`config.mk`:
```
export PLATFORM = sky130hd
export DESIGN_NAME = bsv_tables
export DESIGN_NICKNAME = d
export VERILOG_FILES = /design/src/rtl/core/bsv_pkg.sv /design/src/rtl/core/bsv_tables.sv
export SDC_FILE = /design/constraint.sdc
export NUM_CORES = 2
export LEC_CHECK = 0
export BUFFER_PORTS_ARGS = -buffer_cell sky130_fd_sc_hd__buf_4
export CAP_MARGIN = 20
export CELL_PAD_IN_SITES_DETAIL_PLACEMENT = 1
export CELL_PAD_IN_SITES_GLOBAL_PLACEMENT = 2
export CORE_ASPECT_RATIO = 0.5
export CORE_UTILIZATION = 47
export DETAILED_ROUTE_END_ITERATION = 8
export GPL_TIMING_DRIVEN = 0
export PLACE_DENSITY_LB_ADDON = 0.1
export SYNTH_ARGS = -nofsm -noshare
export SYNTH_HDL_FRONTEND = slang
export SYNTH_MEMORY_MAX_BITS = 65536
export SYNTH_SLANG_ARGS = --single-unit
export TNS_END_PERCENT = 1
```
`constraint.sdc`:
```
create_clock -name clk -period 2.8 [get_ports clk]
set_input_delay 0 -clock clk [delete_from_list [all_inputs] [get_ports clk]]
set_output_delay 0 -clock clk [all_outputs]
set_load 0.01 [all_outputs]
```
`src/rtl/core/bsv_pkg.sv`:
```
// ----------------------------------------------------------------------------
// bsv_pkg
// shared types, codes and helpers for the b-spline value evaluator
// ----------------------------------------------------------------------------
package bsv_pkg;

  // default sizes, handed to the top level parameters
  localparam int MAX_ORDER_DEF     = 8;
  localparam int MAX_COEFS_DEF     = 64;
  localparam int FRACTION_BITS_DEF = 16;

  // fixed field widths
  localparam int KIND_W  = 2;
  localparam int IDX_W   = 7;
  localparam int VAL_W   = 32;
  localparam int STAT_W  = 3;
  localparam int CFG_W   = 7;
  localparam int CIDX_W  = 2;
  localparam int ORD_W   = 4;
  localparam int CNT_W   = 7;
  // difference of two values, and sum of two differences
  localparam int DIFF_W  = VAL_W + 1;
  localparam int DEN_W   = VAL_W + 2;

  typedef enum logic [KIND_W-1:0] {
    KIND_KNOT = 2'd0,
    KIND_COEF = 2'd1,
    KIND_EVAL = 2'd2
  } kind_t;

  typedef enum logic [CIDX_W-1:0] {
    REG_ORDER = 2'd0,
    REG_COUNT = 2'd1,
    REG_DERIV = 2'd2
  } reg_idx_t;

  typedef enum logic [STAT_W-1:0] {
    ST_OK           = 3'd0,
    ST_BAD_ORDER    = 3'd1,
    ST_FEW_COEFS    = 3'd2,
    ST_KNOT_DEC     = 3'd3,
    ST_MULTIPLICITY = 3'd4,
    ST_X_NOT_INC    = 3'd5
  } status_t;

  typedef enum logic [4:0] {
    S_IDLE,
    S_CHK_ORD,
    S_MONO_RD,
    S_MONO_CMP,
    S_MULT_A,
    S_MULT_B,
    S_MULT_C,
    S_CHK_PT,
    S_LOC_T0,
    S_LOC_TL,
    S_LOC_S,
    S_LOC_SC,
    S_LOC_EXP,
    S_LOC_EXPC,
    S_LOC_BIN,
    S_LOC_BINC,
    S_LOC_LAST,
    S_LOC_DEC,
    S_LOC_DECC,
    S_LOC_FLAG,
    S_DL_RD,
    S_DL_W,
    S_DR_W,
    S_AJ_RD,
    S_AJ_W,
    S_OUTER,
    S_ISSUE,
    S_DIV,
    S_MUL,
    S_WB,
    S_DONE
  } state_t;

  // table write strobes
  typedef struct packed {
    logic knot_we;
    logic coef_we;
  } tbl_ctl_t;

  localparam logic signed [63:0] SAT_MAX = 64'sd2147483647;
  localparam logic signed [63:0] SAT_MIN = -64'sd2147483648;

  function automatic logic signed [VAL_W-1:0] sat32(input logic signed [63:0] v);
    logic signed [VAL_W-1:0] r;
    if (v > SAT_MAX) begin
      r = SAT_MAX[VAL_W-1:0];
    end else if (v < SAT_MIN) begin
      r = SAT_MIN[VAL_W-1:0];
    end else begin
      r = v[VAL_W-1:0];
    end
    return r;
  endfunction

endpackage

```
`src/rtl/core/bsv_tables.sv`:
```
// ----------------------------------------------------------------------------
// bsv_tables
// knot and coefficient memories, one write and one registered read port each
// ----------------------------------------------------------------------------
module bsv_tables import bsv_pkg::*; #(
  parameter int MAX_ORDER = MAX_ORDER_DEF,
  parameter int MAX_COEFS = MAX_COEFS_DEF,
  parameter int KA_W      = $clog2(MAX_COEFS + MAX_ORDER),
  parameter int CA_W      = $clog2(MAX_COEFS)
) (
  input  logic                    clk,
  input  tbl_ctl_t                ctl,
  input  logic [IDX_W-1:0]        wr_addr,
  input  logic signed [VAL_W-1:0] wr_data,
  input  logic [KA_W-1:0]         knot_raddr,
  input  logic [CA_W-1:0]         coef_raddr,
  output logic signed [VAL_W-1:0] knot_q,
  output logic signed [VAL_W-1:0] coef_q
);

  localparam int KNOT_DEPTH = MAX_COEFS + MAX_ORDER;
  localparam int XW = (KA_W > IDX_W) ? KA_W : IDX_W;

  logic signed [VAL_W-1:0] knot_mem [KNOT_DEPTH];
  logic signed [VAL_W-1:0] coef_mem [MAX_COEFS];

  logic [XW-1:0] wa_x;
  logic          knot_in_range;
  logic          coef_in_range;

  assign wa_x          = XW'(wr_addr);
  // loads beyond a table are dropped
  assign knot_in_range = int'(wr_addr) < KNOT_DEPTH;
  assign coef_in_range = int'(wr_addr) < MAX_COEFS;

  always_ff @(posedge clk) begin
    if (ctl.knot_we && knot_in_range) begin
      knot_mem[wa_x[KA_W-1:0]] <= wr_data;
    end
    knot_q <= knot_mem[knot_raddr];
  end

  always_ff @(posedge clk) begin
    if (ctl.coef_we && coef_in_range) begin
      coef_mem[wa_x[CA_W-1:0]] <= wr_data;
    end
    coef_q <= coef_mem[coef_raddr];
  end

endmodule

```
==> impl_metrics.toml <==
[run_status]
status = "finished with violations"
violations = "setup timing"

[yosys]
syn_avg_cell_area_um2 = 23.6
seq_area_frac_synth_pct = 78.7
async_reset_ff_share_pct = 0
synth_ff_type = "edfxtp_1"
yosysWarnings = 0
syn_nets = 7170
netlist.area_leader.share_pct = 78.0
netlist-cell-type-count = 59
yosysMostFrequentCell = "edfxtp_1"
synth_top_area_cell = "edfxtp_1"
synthCells = 7115
yosys_register_bits = 4416
syn_area_um2 = 168000
synth-edff-count = 4352
ys_top_cells_by_area = "edfxtp_1, mux4_2, mux2i_1"
synth_common_cells = "edfxtp_1, mux4_2, mux2i_1"

[clock_tree]
root_buffer = "clkbuf_16"
clk_latency_ps = 980
cts_tree = "done"
clk_pin_slew_ps = 60
cts_max_level = 5
cts.sinks = 4416
cts_max_path_buffers = 4
cts_buffers = 393

[timing]
rsz0062_at_grt = "true"
finalCritPeriodShare_pct = 105
fmax_mhz = 339
slew_headroom_pct = 18.9
hold_violations = 0
skew_ps = 47.9
maxSlewViolCount = 0
worst_slack_ps = -148
fin_hold_ws_ps = 40.0
worst_slew_pin_slew_ps = 1220
setup_viol = 23
min_period_ps = 2950

[cells_and_area]
final_nets = 8004
register_area_um2 = 132000
layout-drive-gt1-share_pct = 30.9
final_util_pct = 55.2
multiInputGateArea_um2 = 34600
fillCellCount = 29400
syn_to_final_growth_pct = 16.5

[floorplanning]
die_y_um = 424
core-area_um2 = 354000
die_area_um2 = 359000
fp-row-count = 154
io_pins = 119
die-width_um = 847
start_util_pct = 47.4

[power_and_ir_drop]
switchingPower_w = 0.0306
seqPwrFrac_pct = 53.1
combPwrFrac_pct = 6.1
power_density_nw_per_um2 = 703
p_int_w = 0.107
p_sw_share_pct = 22.2
irDropWorstVdd_v = 0.000623
cellLeakagePower_nw = 61.0
pwr-share-clk_pct = 40.8

[worst_hold_path]
min_path_type = "in2reg"
hp-start = "wr_data[14]"
hold_path_depth = 2
min_to = "knot_mem[67][14]$_DFFE_PP_"

[critical_path]
reg2reg_to = "knot_q[30]$_DFF_P_"
cp.arrival_ps = 3640
critPathRequiredTime_ps = 3490
cp_num_buf_inv = 5
worstPathMaxFanout = 12
crit_type = "in2reg"
reg2reg_depth = 4
path_cells = "buf_4, buf_4, buf_4, buf_2, buf_4, mux4_2, nand2_1, a31oi_1, a22oi_1, o21ai_0"
crit_path_end_kind = "flip-flop"
critPathSlowestCell = "buf_2"
crit_path_max_incr_delay_ps = 600
crit_family = "buffers and inverters"
start_kind = "primary input"
crit_top_cell = "buf_4"
worstReg2RegStart = "knot_mem[55][30]$_DFFE_PP_"
ff2ff_setup_slack_ps = 40
cp.depth = 10

[global_route]
antenna_found_initial = 45
grt_usage_pct = 31.5
grt_max_degree = 115
grt_pass1_vias = 85300
gr-total-overflow = 0
grt_pass1_wl_um = 759000

[route]
vias = 85900
dr.pass1.iters = 6
ant_nets = 0
wirelength_um = 569000
drc_errors = 0
wire_per_inst_um = 43.6
routed_via_density = 6.57
drtIter0Drc = 14500

[place]
io_buffers = 102
gp_congestion = 0.855
hpwl_um = 388000

[run]
drv_cap = 0
logic make-up after synthesis:
kind of cell	after synthesis	share of synthesized area, %
flip-flops	4416	78.7
multiplexers	1402	17.1
AND/OR/NAND/NOR	561	1.45
buffers and inverters	399	1.33
AO/OA/AOI/OAI	337	1.43
placed cells by master (no fill, tap or decap), types with 35 or more instances in the layout:
cell,count
dlygate4sd3_1,55
buf_6,68
buf_4,142
diode_2,35
nor2_1,42
clkinv_1,71
edfxtp_1,4352
bufinv_16,45
nand2_1,225
dfxtp_1,64
clkinv_2,74
clkbuf_16,406
clkbuf_1,204
nand3_1,62
mux2i_1,226
buf_16,93
a21oi_1,35
buf_12,155
mux4_2,1161
o221ai_1,35
o22ai_1,50
nor2_4,136
a22oi_1,68
buf_2,118
area by class of cell:
class                   count  area share [%]
clock buffers             496            5.45
multi-input cells        2300            17.7
diodes                     35          0.0448
well taps                4758            3.05
clock inverters           221            1.17
plain buffers             390            1.16
inverters                   9          0.0173
repair buffers            439            3.85
flip-flops and latches   4416            67.6
what timing repair did:
action,4_1_cts,5_1_grt
hold buffers,56,1
pin swaps,0,0
setup buffers,0,0
endpoints found under the setup margin,46,20
endpoints found under the hold margin,4416,5
resized for setup,45,5
per-stage QoR:
stage               total power [W]  TNS [ps]  setup slack, ps  instance area [µm²]  instances
floorplan                    0.0780   -179360             -273               168000       7115
global placement             0.0821         -            -4240               174000      12000
detailed placement           0.0826  -1000350            -1800               181000      12200
CTS                           0.138     -27.0            -27.0               195000      13000
global route                  0.140      -275            -28.2               195000      13000
finish                        0.137     -1040             -148               195000      13100
power groups by stage:
stage,registers [W],clock network (W),logic (W)
floorplan,0.0745,0,0.00350
global placement,0.0745,0,0.00755
detailed placement,0.0745,0,0.00811
CTS,0.0730,0.0564,0.00825
global route,0.0730,0.0587,0.00848
finish,0.0730,0.0561,0.00832
state kept, by name, summed over array words and instances (netlist names):
signal	cells
coef_mem	2048
coef_q	32
knot_mem	2304
knot_q	32
metal layers:
layer	global-route usage [%]	vias to the layer above	part of all wire [%]	routed length [µm]
met1	45.1	47300	39	222000
met3	6.28	983	10	59700
met4	11.6	10	4.3	24500
met5	0	-	0.012	69
li1	-	32200	-	-
met2	48.8	5440	46	263000
how the worst max path moves through the flow:
stage	startpoint	slack, ps	end
2_1_floorplan	wr_addr[3]	-270	knot_mem[13][0]$_DFFE_PP_
3_3_place_gp	wr_addr[4]	-4240	knot_mem[37][6]$_DFFE_PP_
3_5_place_dp	coef_raddr[2]	-1800	coef_q[19]$_DFF_P_
4_1_cts	knot_raddr[1]	-30	knot_q[18]$_DFF_P_
5_1_grt	ctl[1]	-30	knot_mem[0][4]$_DFFE_PP_
6_report	knot_raddr[1]	-150	knot_q[18]$_DFF_P_
Power figures use the tool's default switching activity.
