==> config.mk <==
export PLATFORM = sky130hd
export DESIGN_NAME = bsv_divider
export DESIGN_NICKNAME = d
export VERILOG_FILES = /design/src/rtl/core/bsv_pkg.sv /design/src/rtl/core/bsv_divider.sv
export SDC_FILE = /design/constraint.sdc
export NUM_CORES = 1
export LEC_CHECK = 0
export ABC_AREA = 1
export ABC_CLOCK_PERIOD_IN_PS = 7050
export BUFFER_PORTS_ARGS = -buffer_cell sky130_fd_sc_hd__buf_2
export CORE_ASPECT_RATIO = 1.25
export CORE_MARGIN = 5
export CORE_UTILIZATION = 65
export DETAILED_ROUTE_END_ITERATION = 8
export GPL_ROUTABILITY_DRIVEN = 0
export MAX_ROUTING_LAYER = met4
export PLACE_DENSITY = 0.87
export SLEW_MARGIN = 5
export SYNTH_ARGS = -nofsm -noshare
export SYNTH_HDL_FRONTEND = slang
export SYNTH_SLANG_ARGS = --single-unit
==> constraint.sdc <==
create_clock -name clk -period 7.05 [get_ports clk]
set_input_delay 1.41 -clock clk [delete_from_list [all_inputs] [get_ports clk]]
set_output_delay 1.41 -clock clk [all_outputs]
set_load 0.03 [all_outputs]
==> src/rtl/core/bsv_pkg.sv <==
// ----------------------------------------------------------------------------
// bsv_pkg
// shared types, codes and helpers for the b-spline value evaluator
// ----------------------------------------------------------------------------
package bsv_pkg;

  // default sizes, handed to the top level parameters
  localparam int MAX_ORDER_DEF     = 8;
  localparam int MAX_COEFS_DEF     = 64;
  localparam int FRACTION_BITS_DEF = 16;

  // fixed field widths
  localparam int KIND_W  = 2;
  localparam int IDX_W   = 7;
  localparam int VAL_W   = 32;
  localparam int STAT_W  = 3;
  localparam int CFG_W   = 7;
  localparam int CIDX_W  = 2;
  localparam int ORD_W   = 4;
  localparam int CNT_W   = 7;
  // difference of two values, and sum of two differences
  localparam int DIFF_W  = VAL_W + 1;
  localparam int DEN_W   = VAL_W + 2;

  typedef enum logic [KIND_W-1:0] {
    KIND_KNOT = 2'd0,
    KIND_COEF = 2'd1,
    KIND_EVAL = 2'd2
  } kind_t;

  typedef enum logic [CIDX_W-1:0] {
    REG_ORDER = 2'd0,
    REG_COUNT = 2'd1,
    REG_DERIV = 2'd2
  } reg_idx_t;

  typedef enum logic [STAT_W-1:0] {
    ST_OK           = 3'd0,
    ST_BAD_ORDER    = 3'd1,
    ST_FEW_COEFS    = 3'd2,
    ST_KNOT_DEC     = 3'd3,
    ST_MULTIPLICITY = 3'd4,
    ST_X_NOT_INC    = 3'd5
  } status_t;

  typedef enum logic [4:0] {
    S_IDLE,
    S_CHK_ORD,
    S_MONO_RD,
    S_MONO_CMP,
    S_MULT_A,
    S_MULT_B,
    S_MULT_C,
    S_CHK_PT,
    S_LOC_T0,
    S_LOC_TL,
    S_LOC_S,
    S_LOC_SC,
    S_LOC_EXP,
    S_LOC_EXPC,
    S_LOC_BIN,
    S_LOC_BINC,
    S_LOC_LAST,
    S_LOC_DEC,
    S_LOC_DECC,
    S_LOC_FLAG,
    S_DL_RD,
    S_DL_W,
    S_DR_W,
    S_AJ_RD,
    S_AJ_W,
    S_OUTER,
    S_ISSUE,
    S_DIV,
    S_MUL,
    S_WB,
    S_DONE
  } state_t;

  // table write strobes
  typedef struct packed {
    logic knot_we;
    logic coef_we;
  } tbl_ctl_t;

  localparam logic signed [63:0] SAT_MAX = 64'sd2147483647;
  localparam logic signed [63:0] SAT_MIN = -64'sd2147483648;

  function automatic logic signed [VAL_W-1:0] sat32(input logic signed [63:0] v);
    logic signed [VAL_W-1:0] r;
    if (v > SAT_MAX) begin
      r = SAT_MAX[VAL_W-1:0];
    end else if (v < SAT_MIN) begin
      r = SAT_MIN[VAL_W-1:0];
    end else begin
      r = v[VAL_W-1:0];
    end
    return r;
  endfunction

endpackage

==> src/rtl/core/bsv_divider.sv <==
// ----------------------------------------------------------------------------
// bsv_divider
// radix-2 restoring divider, fixed-point quotient num*2^F/den, truncating
// ----------------------------------------------------------------------------
module bsv_divider import bsv_pkg::*; #(
  parameter int FRACTION_BITS = FRACTION_BITS_DEF
) (
  input  logic                                   clk,
  input  logic                                   rst_n,
  input  logic                                   start,
  input  logic signed [DEN_W-1:0]                num,
  input  logic signed [DEN_W-1:0]                den,
  output logic                                   done,
  output logic signed [DEN_W+FRACTION_BITS:0]    quo
);

  localparam int DVD_W = DEN_W + FRACTION_BITS;
  localparam int DC_W  = $clog2(DVD_W + 1);

  logic [DVD_W-1:0] dvd_r;
  logic [DEN_W-1:0] rem_r;
  logic [DEN_W-1:0] den_r;
  logic             neg_r;
  logic             zero_r;
  logic             busy_r;
  logic             done_r;
  logic [DC_W-1:0]  cnt_r;

  logic [DEN_W-1:0] num_mag;
  logic [DEN_W-1:0] den_mag;
  logic [DEN_W:0]   rem_sh;
  logic             ge;

  assign num_mag = num[DEN_W-1] ? DEN_W'(-num) : DEN_W'(num);
  assign den_mag = den[DEN_W-1] ? DEN_W'(-den) : DEN_W'(den);
  assign rem_sh  = {rem_r, dvd_r[DVD_W-1]};
  assign ge      = rem_sh >= {1'b0, den_r};

  always_ff @(posedge clk) begin
    if (!rst_n) begin
      busy_r <= 1'b0;
      done_r <= 1'b0;
      cnt_r  <= '0;
    end else begin
      done_r <= 1'b0;
      if (start) begin
        busy_r <= 1'b1;
        cnt_r  <= DC_W'(DVD_W);
      end else if (busy_r) begin
        cnt_r <= cnt_r - 1'b1;
        if (cnt_r == DC_W'(1)) begin
          busy_r <= 1'b0;
          done_r <= 1'b1;
        end
      end
    end
  end

  always_ff @(posedge clk) begin
    if (start) begin
      dvd_r  <= {num_mag, {FRACTION_BITS{1'b0}}};
      rem_r  <= '0;
      den_r  <= den_mag;
      neg_r  <= num[DEN_W-1] ^ den[DEN_W-1];
      zero_r <= (den == '0);
    end else if (busy_r) begin
      rem_r <= ge ? DEN_W'(rem_sh - {1'b0, den_r}) : rem_sh[DEN_W-1:0];
      dvd_r <= {dvd_r[DVD_W-2:0], ge};
    end
  end

  assign done = done_r;
  assign quo  = zero_r ? '0 : (neg_r ? -$signed({1'b0, dvd_r}) : $signed({1'b0, dvd_r}));

endmodule

==> impl_metrics.tcl <==
set metrics [dict create \
    async_flop_share_pct 0 \
    cp_data_required_time_ns 5.64 \
    yosys.area.top_type "edfxtp_1" \
    tns_ns 0 \
    finalHoldViolations 0 \
    grt_pass1_vias 12380 \
    clock_sinks 128 \
    cts-buffers-inserted 17 \
    syn_avg_cell_area_sq_um 6.255 \
    gr-total-overflow 0 \
    crit_chain "buf_4 -> clkinv_1 -> nor2_1 -> a21oi_1 -> nand2_1 -> nand2_1 -> nor2_1 -> buf_2" \
    setup.worst_path.end_class "primary output" \
    ant_nets 0 \
    powerDensity_nw_per_um2 179.8 \
    vias_per_cell 5.858 \
    clock_latency_ns 0.43 \
    yosysWarnings 0 \
    netlist_area_sq_um 11370 \
    num_io_pins 123 \
    drv_cap 0 \
    post_cts_buffers 0 \
    antenna_found_initial 3 \
    cts_tree "done" \
    cp_slowest_cell "clkinv_1" \
    hp-class "flip-flop to flip-flop" \
    die_y_microns 157.8 \
    startpoint_type "flip-flop" \
    synth_top_area_share_pct 18.49 \
    skew_ns 0.01057 \
    slew_violations 0 \
    coreArea_sq_um 17300 \
    cp_data_arrival_time_ns 3.23 \
    root_buffer "clkbuf_16" \
    dp_hpwl_microns 26500 \
    cts_hold_buf 0 \
    layout-drive-gt1-share_pct 10.25 \
    finalNetCount 2029 \
    synth_edf_count 70 \
    drt_iter0_markers 1344 \
    yosysSeqAreaShare_pct 28.71 \
    cts_resized 0 \
    status "complete, no violations" \
    die_x_microns 128.3 \
    synthTopCellsByCount "525 x nand2_1, 274 x inv_1, 219 x nor2_1, 115 x nand3_1, 82 x o21ai_0" \
    htreeDepth 4 \
    finalCriticalPeriod_ns 4.644 \
    path_delay_family "buffers and inverters" \
    syn_nets 1928 \
    finalSetupViolCount 0 \
    synth-main-ff-cell "edfxtp_1" \
    rsz0062_at_grt "false" \
    cp_max_fo 54 \
    cts_buffer_depth 2 \
    clk_transition_reported_paths_ns 0.06 \
    post-route-drc-count 0 \
    drt_pass1_iterations 6 \
    start_util_pct 65.71 \
    utilization_pct 73.15 \
    ys_top_cells_by_area "edfxtp_1 18%, nand2_1 17%, dfxtp_1 10%" \
    areaGrowthSynthToFinish_pct 11.32 \
    portBuffers 122 \
    nFillCells 1477 \
    routed_wl_microns 34670 \
    dieArea_sq_um 20250 \
    ys_types 46 \
    period_share_pct 65.88 \
    rows 54 \
    tightest_slew_ns 1.097 \
    synth_cells 1817 \
    vias 12640 \
    grt_max_degree 60 \
    synth_seq_cells 128 \
    ir_worst_vdd_v 0.0001676 \
    grt_pass1_wl_microns 55750 \
    cp_num_buf_inv 3 \
    crit_type "flip-flop to primary output" \
    wl_per_cell_microns 16.07 \
    grt_use_total_pct 35.23 \
    max_freq_mhz 215.3 \
    synth_most_common_cell "nand2_1" \
    relSlewSlack_pct 26.88 \
    crit_path_max_incr_delay_ns 0.81 \
    leakagePower_nw 6.412 \
]
cells by family (layout without fill, tap and decap cells):
kind of cell / after synthesis / after routing / share of synthesized area (%)
AO/OA/AOI/OAI: 221 / 221 / 10.73
XOR/XNOR: 63 / 63 / 4.855
adder cells (fa/ha/maj): 40 / 40 / 4.469
buffers and inverters: 330 / 444 / 11.73
flip-flops: 128 / 128 / 28.71
other: 0 / 3 / 0
AND/OR/NAND/NOR: 1035 / 1035 / 39.50
cell usage in the layout, fill, tap and decap left out, types with 4 or more instances in the layout:
| cell | n |
|---|---|
| nand3b_1 | 35 |
| o21bai_1 | 7 |
| nand2_1 | 525 |
| nor2_1 | 218 |
| dfxtp_1 | 58 |
| nand4_1 | 36 |
| o21ai_0 | 82 |
| inv_1 | 274 |
| clkinv_4 | 4 |
| ha_1 | 39 |
| xor2_1 | 39 |
| buf_2 | 122 |
| a21oi_1 | 77 |
| a211oi_1 | 8 |
| nand3_1 | 115 |
| inv_2 | 5 |
| nand2_2 | 6 |
| o21ai_1 | 4 |
| nand3_2 | 4 |
| edfxtp_1 | 70 |
| o22ai_1 | 28 |
| nor4_1 | 4 |
| or2_2 | 5 |
| nor3_2 | 4 |
| xnor2_1 | 24 |
| clkinv_1 | 7 |
| buf_4 | 7 |
| nor2_2 | 11 |
| clkbuf_16 | 17 |
| nor3_1 | 62 |
path summary, 6_finish.rpt:
check	cells after the start	from	to	slack (ns)
hold reg to reg	2	rem_r[2]	rem_r[2]	0.47
setup reg to reg	15	den_r[26]	rem_r[26]	3.73
setup / recovery	8	neg_r	quo[45]	2.41
hold / removal	2	rem_r[2]	rem_r[2]	0.47
sequential cells by signal, indices dropped and copies added, names as in the netlist:
signal / flops
neg_r: 1
busy_r: 1
done: 1
zero_r: 1
cnt_r: 6
dvd_r: 50
rem_r: 34
den_r: 34
through the flow:
stage	setup slack (ns)	std cells	hold slack [ns]	total power, mW	area (sq um)
finish	2.406	2158	0.4689	2.275	12650
global route	2.274	2158	0.4862	2.366	12650
CTS	2.530	2155	0.4689	2.264	12640
detailed placement	2.985	2123	0.4583	1.363	12040
global placement	3.055	2123	0.4565	1.350	12040
floorplan	3.643	1817	0.4429	1.216	11370
final cells by class:
| type | instances | area [sq um] | area share, % |
|---|---|---|---|
| tap | 224 | 280.3 | 2.215 |
| timing repair buffer | 129 | 663.1 | 5.241 |
| antenna | 3 | 7.507 | 0.05934 |
| clock buffer | 19 | 442.9 | 3.501 |
| multi-input combinational | 1359 | 6771 | 53.52 |
| inverter | 283 | 1062 | 8.396 |
| clock inverter | 13 | 161.4 | 1.276 |
| sequential | 128 | 3263 | 25.79 |
where the power goes:
part | switching [mW] | internal [mW] | total (mW)
combinational | 0.347 | 0.145 | 0.492
clock | 0.342 | 0.566 | 0.907
sequential | 0.0321 | 0.843 | 0.875
worst reg2reg max path: stages (launching register included):
cell,delay [ns]
edfxtp_1,0.41
inv_1,0.10
ha_1,0.29
nand2_1,0.14
nor2_2,0.07
nand2_1,0.09
nor2_2,0.07
nand4_1,0.14
nand2_1,0.09
nor2_2,0.52
buf_4,0.36
nand2_4,0.28
nand2_1,0.43
nand2_1,0.10
nand2_1,0.08
nand2_1,0.05
metal layers:
| metal | GRT usage (%) | share of wire, % |
|---|---|---|
| met5 | - | 0 |
| met4 | 26.34 | 8.0 |
| met3 | 5.029 | 7.1 |
| met2 | 61.76 | 50 |
| met1 | 35.27 | 35 |
Note: power is estimated with default switching activity, not from simulation.
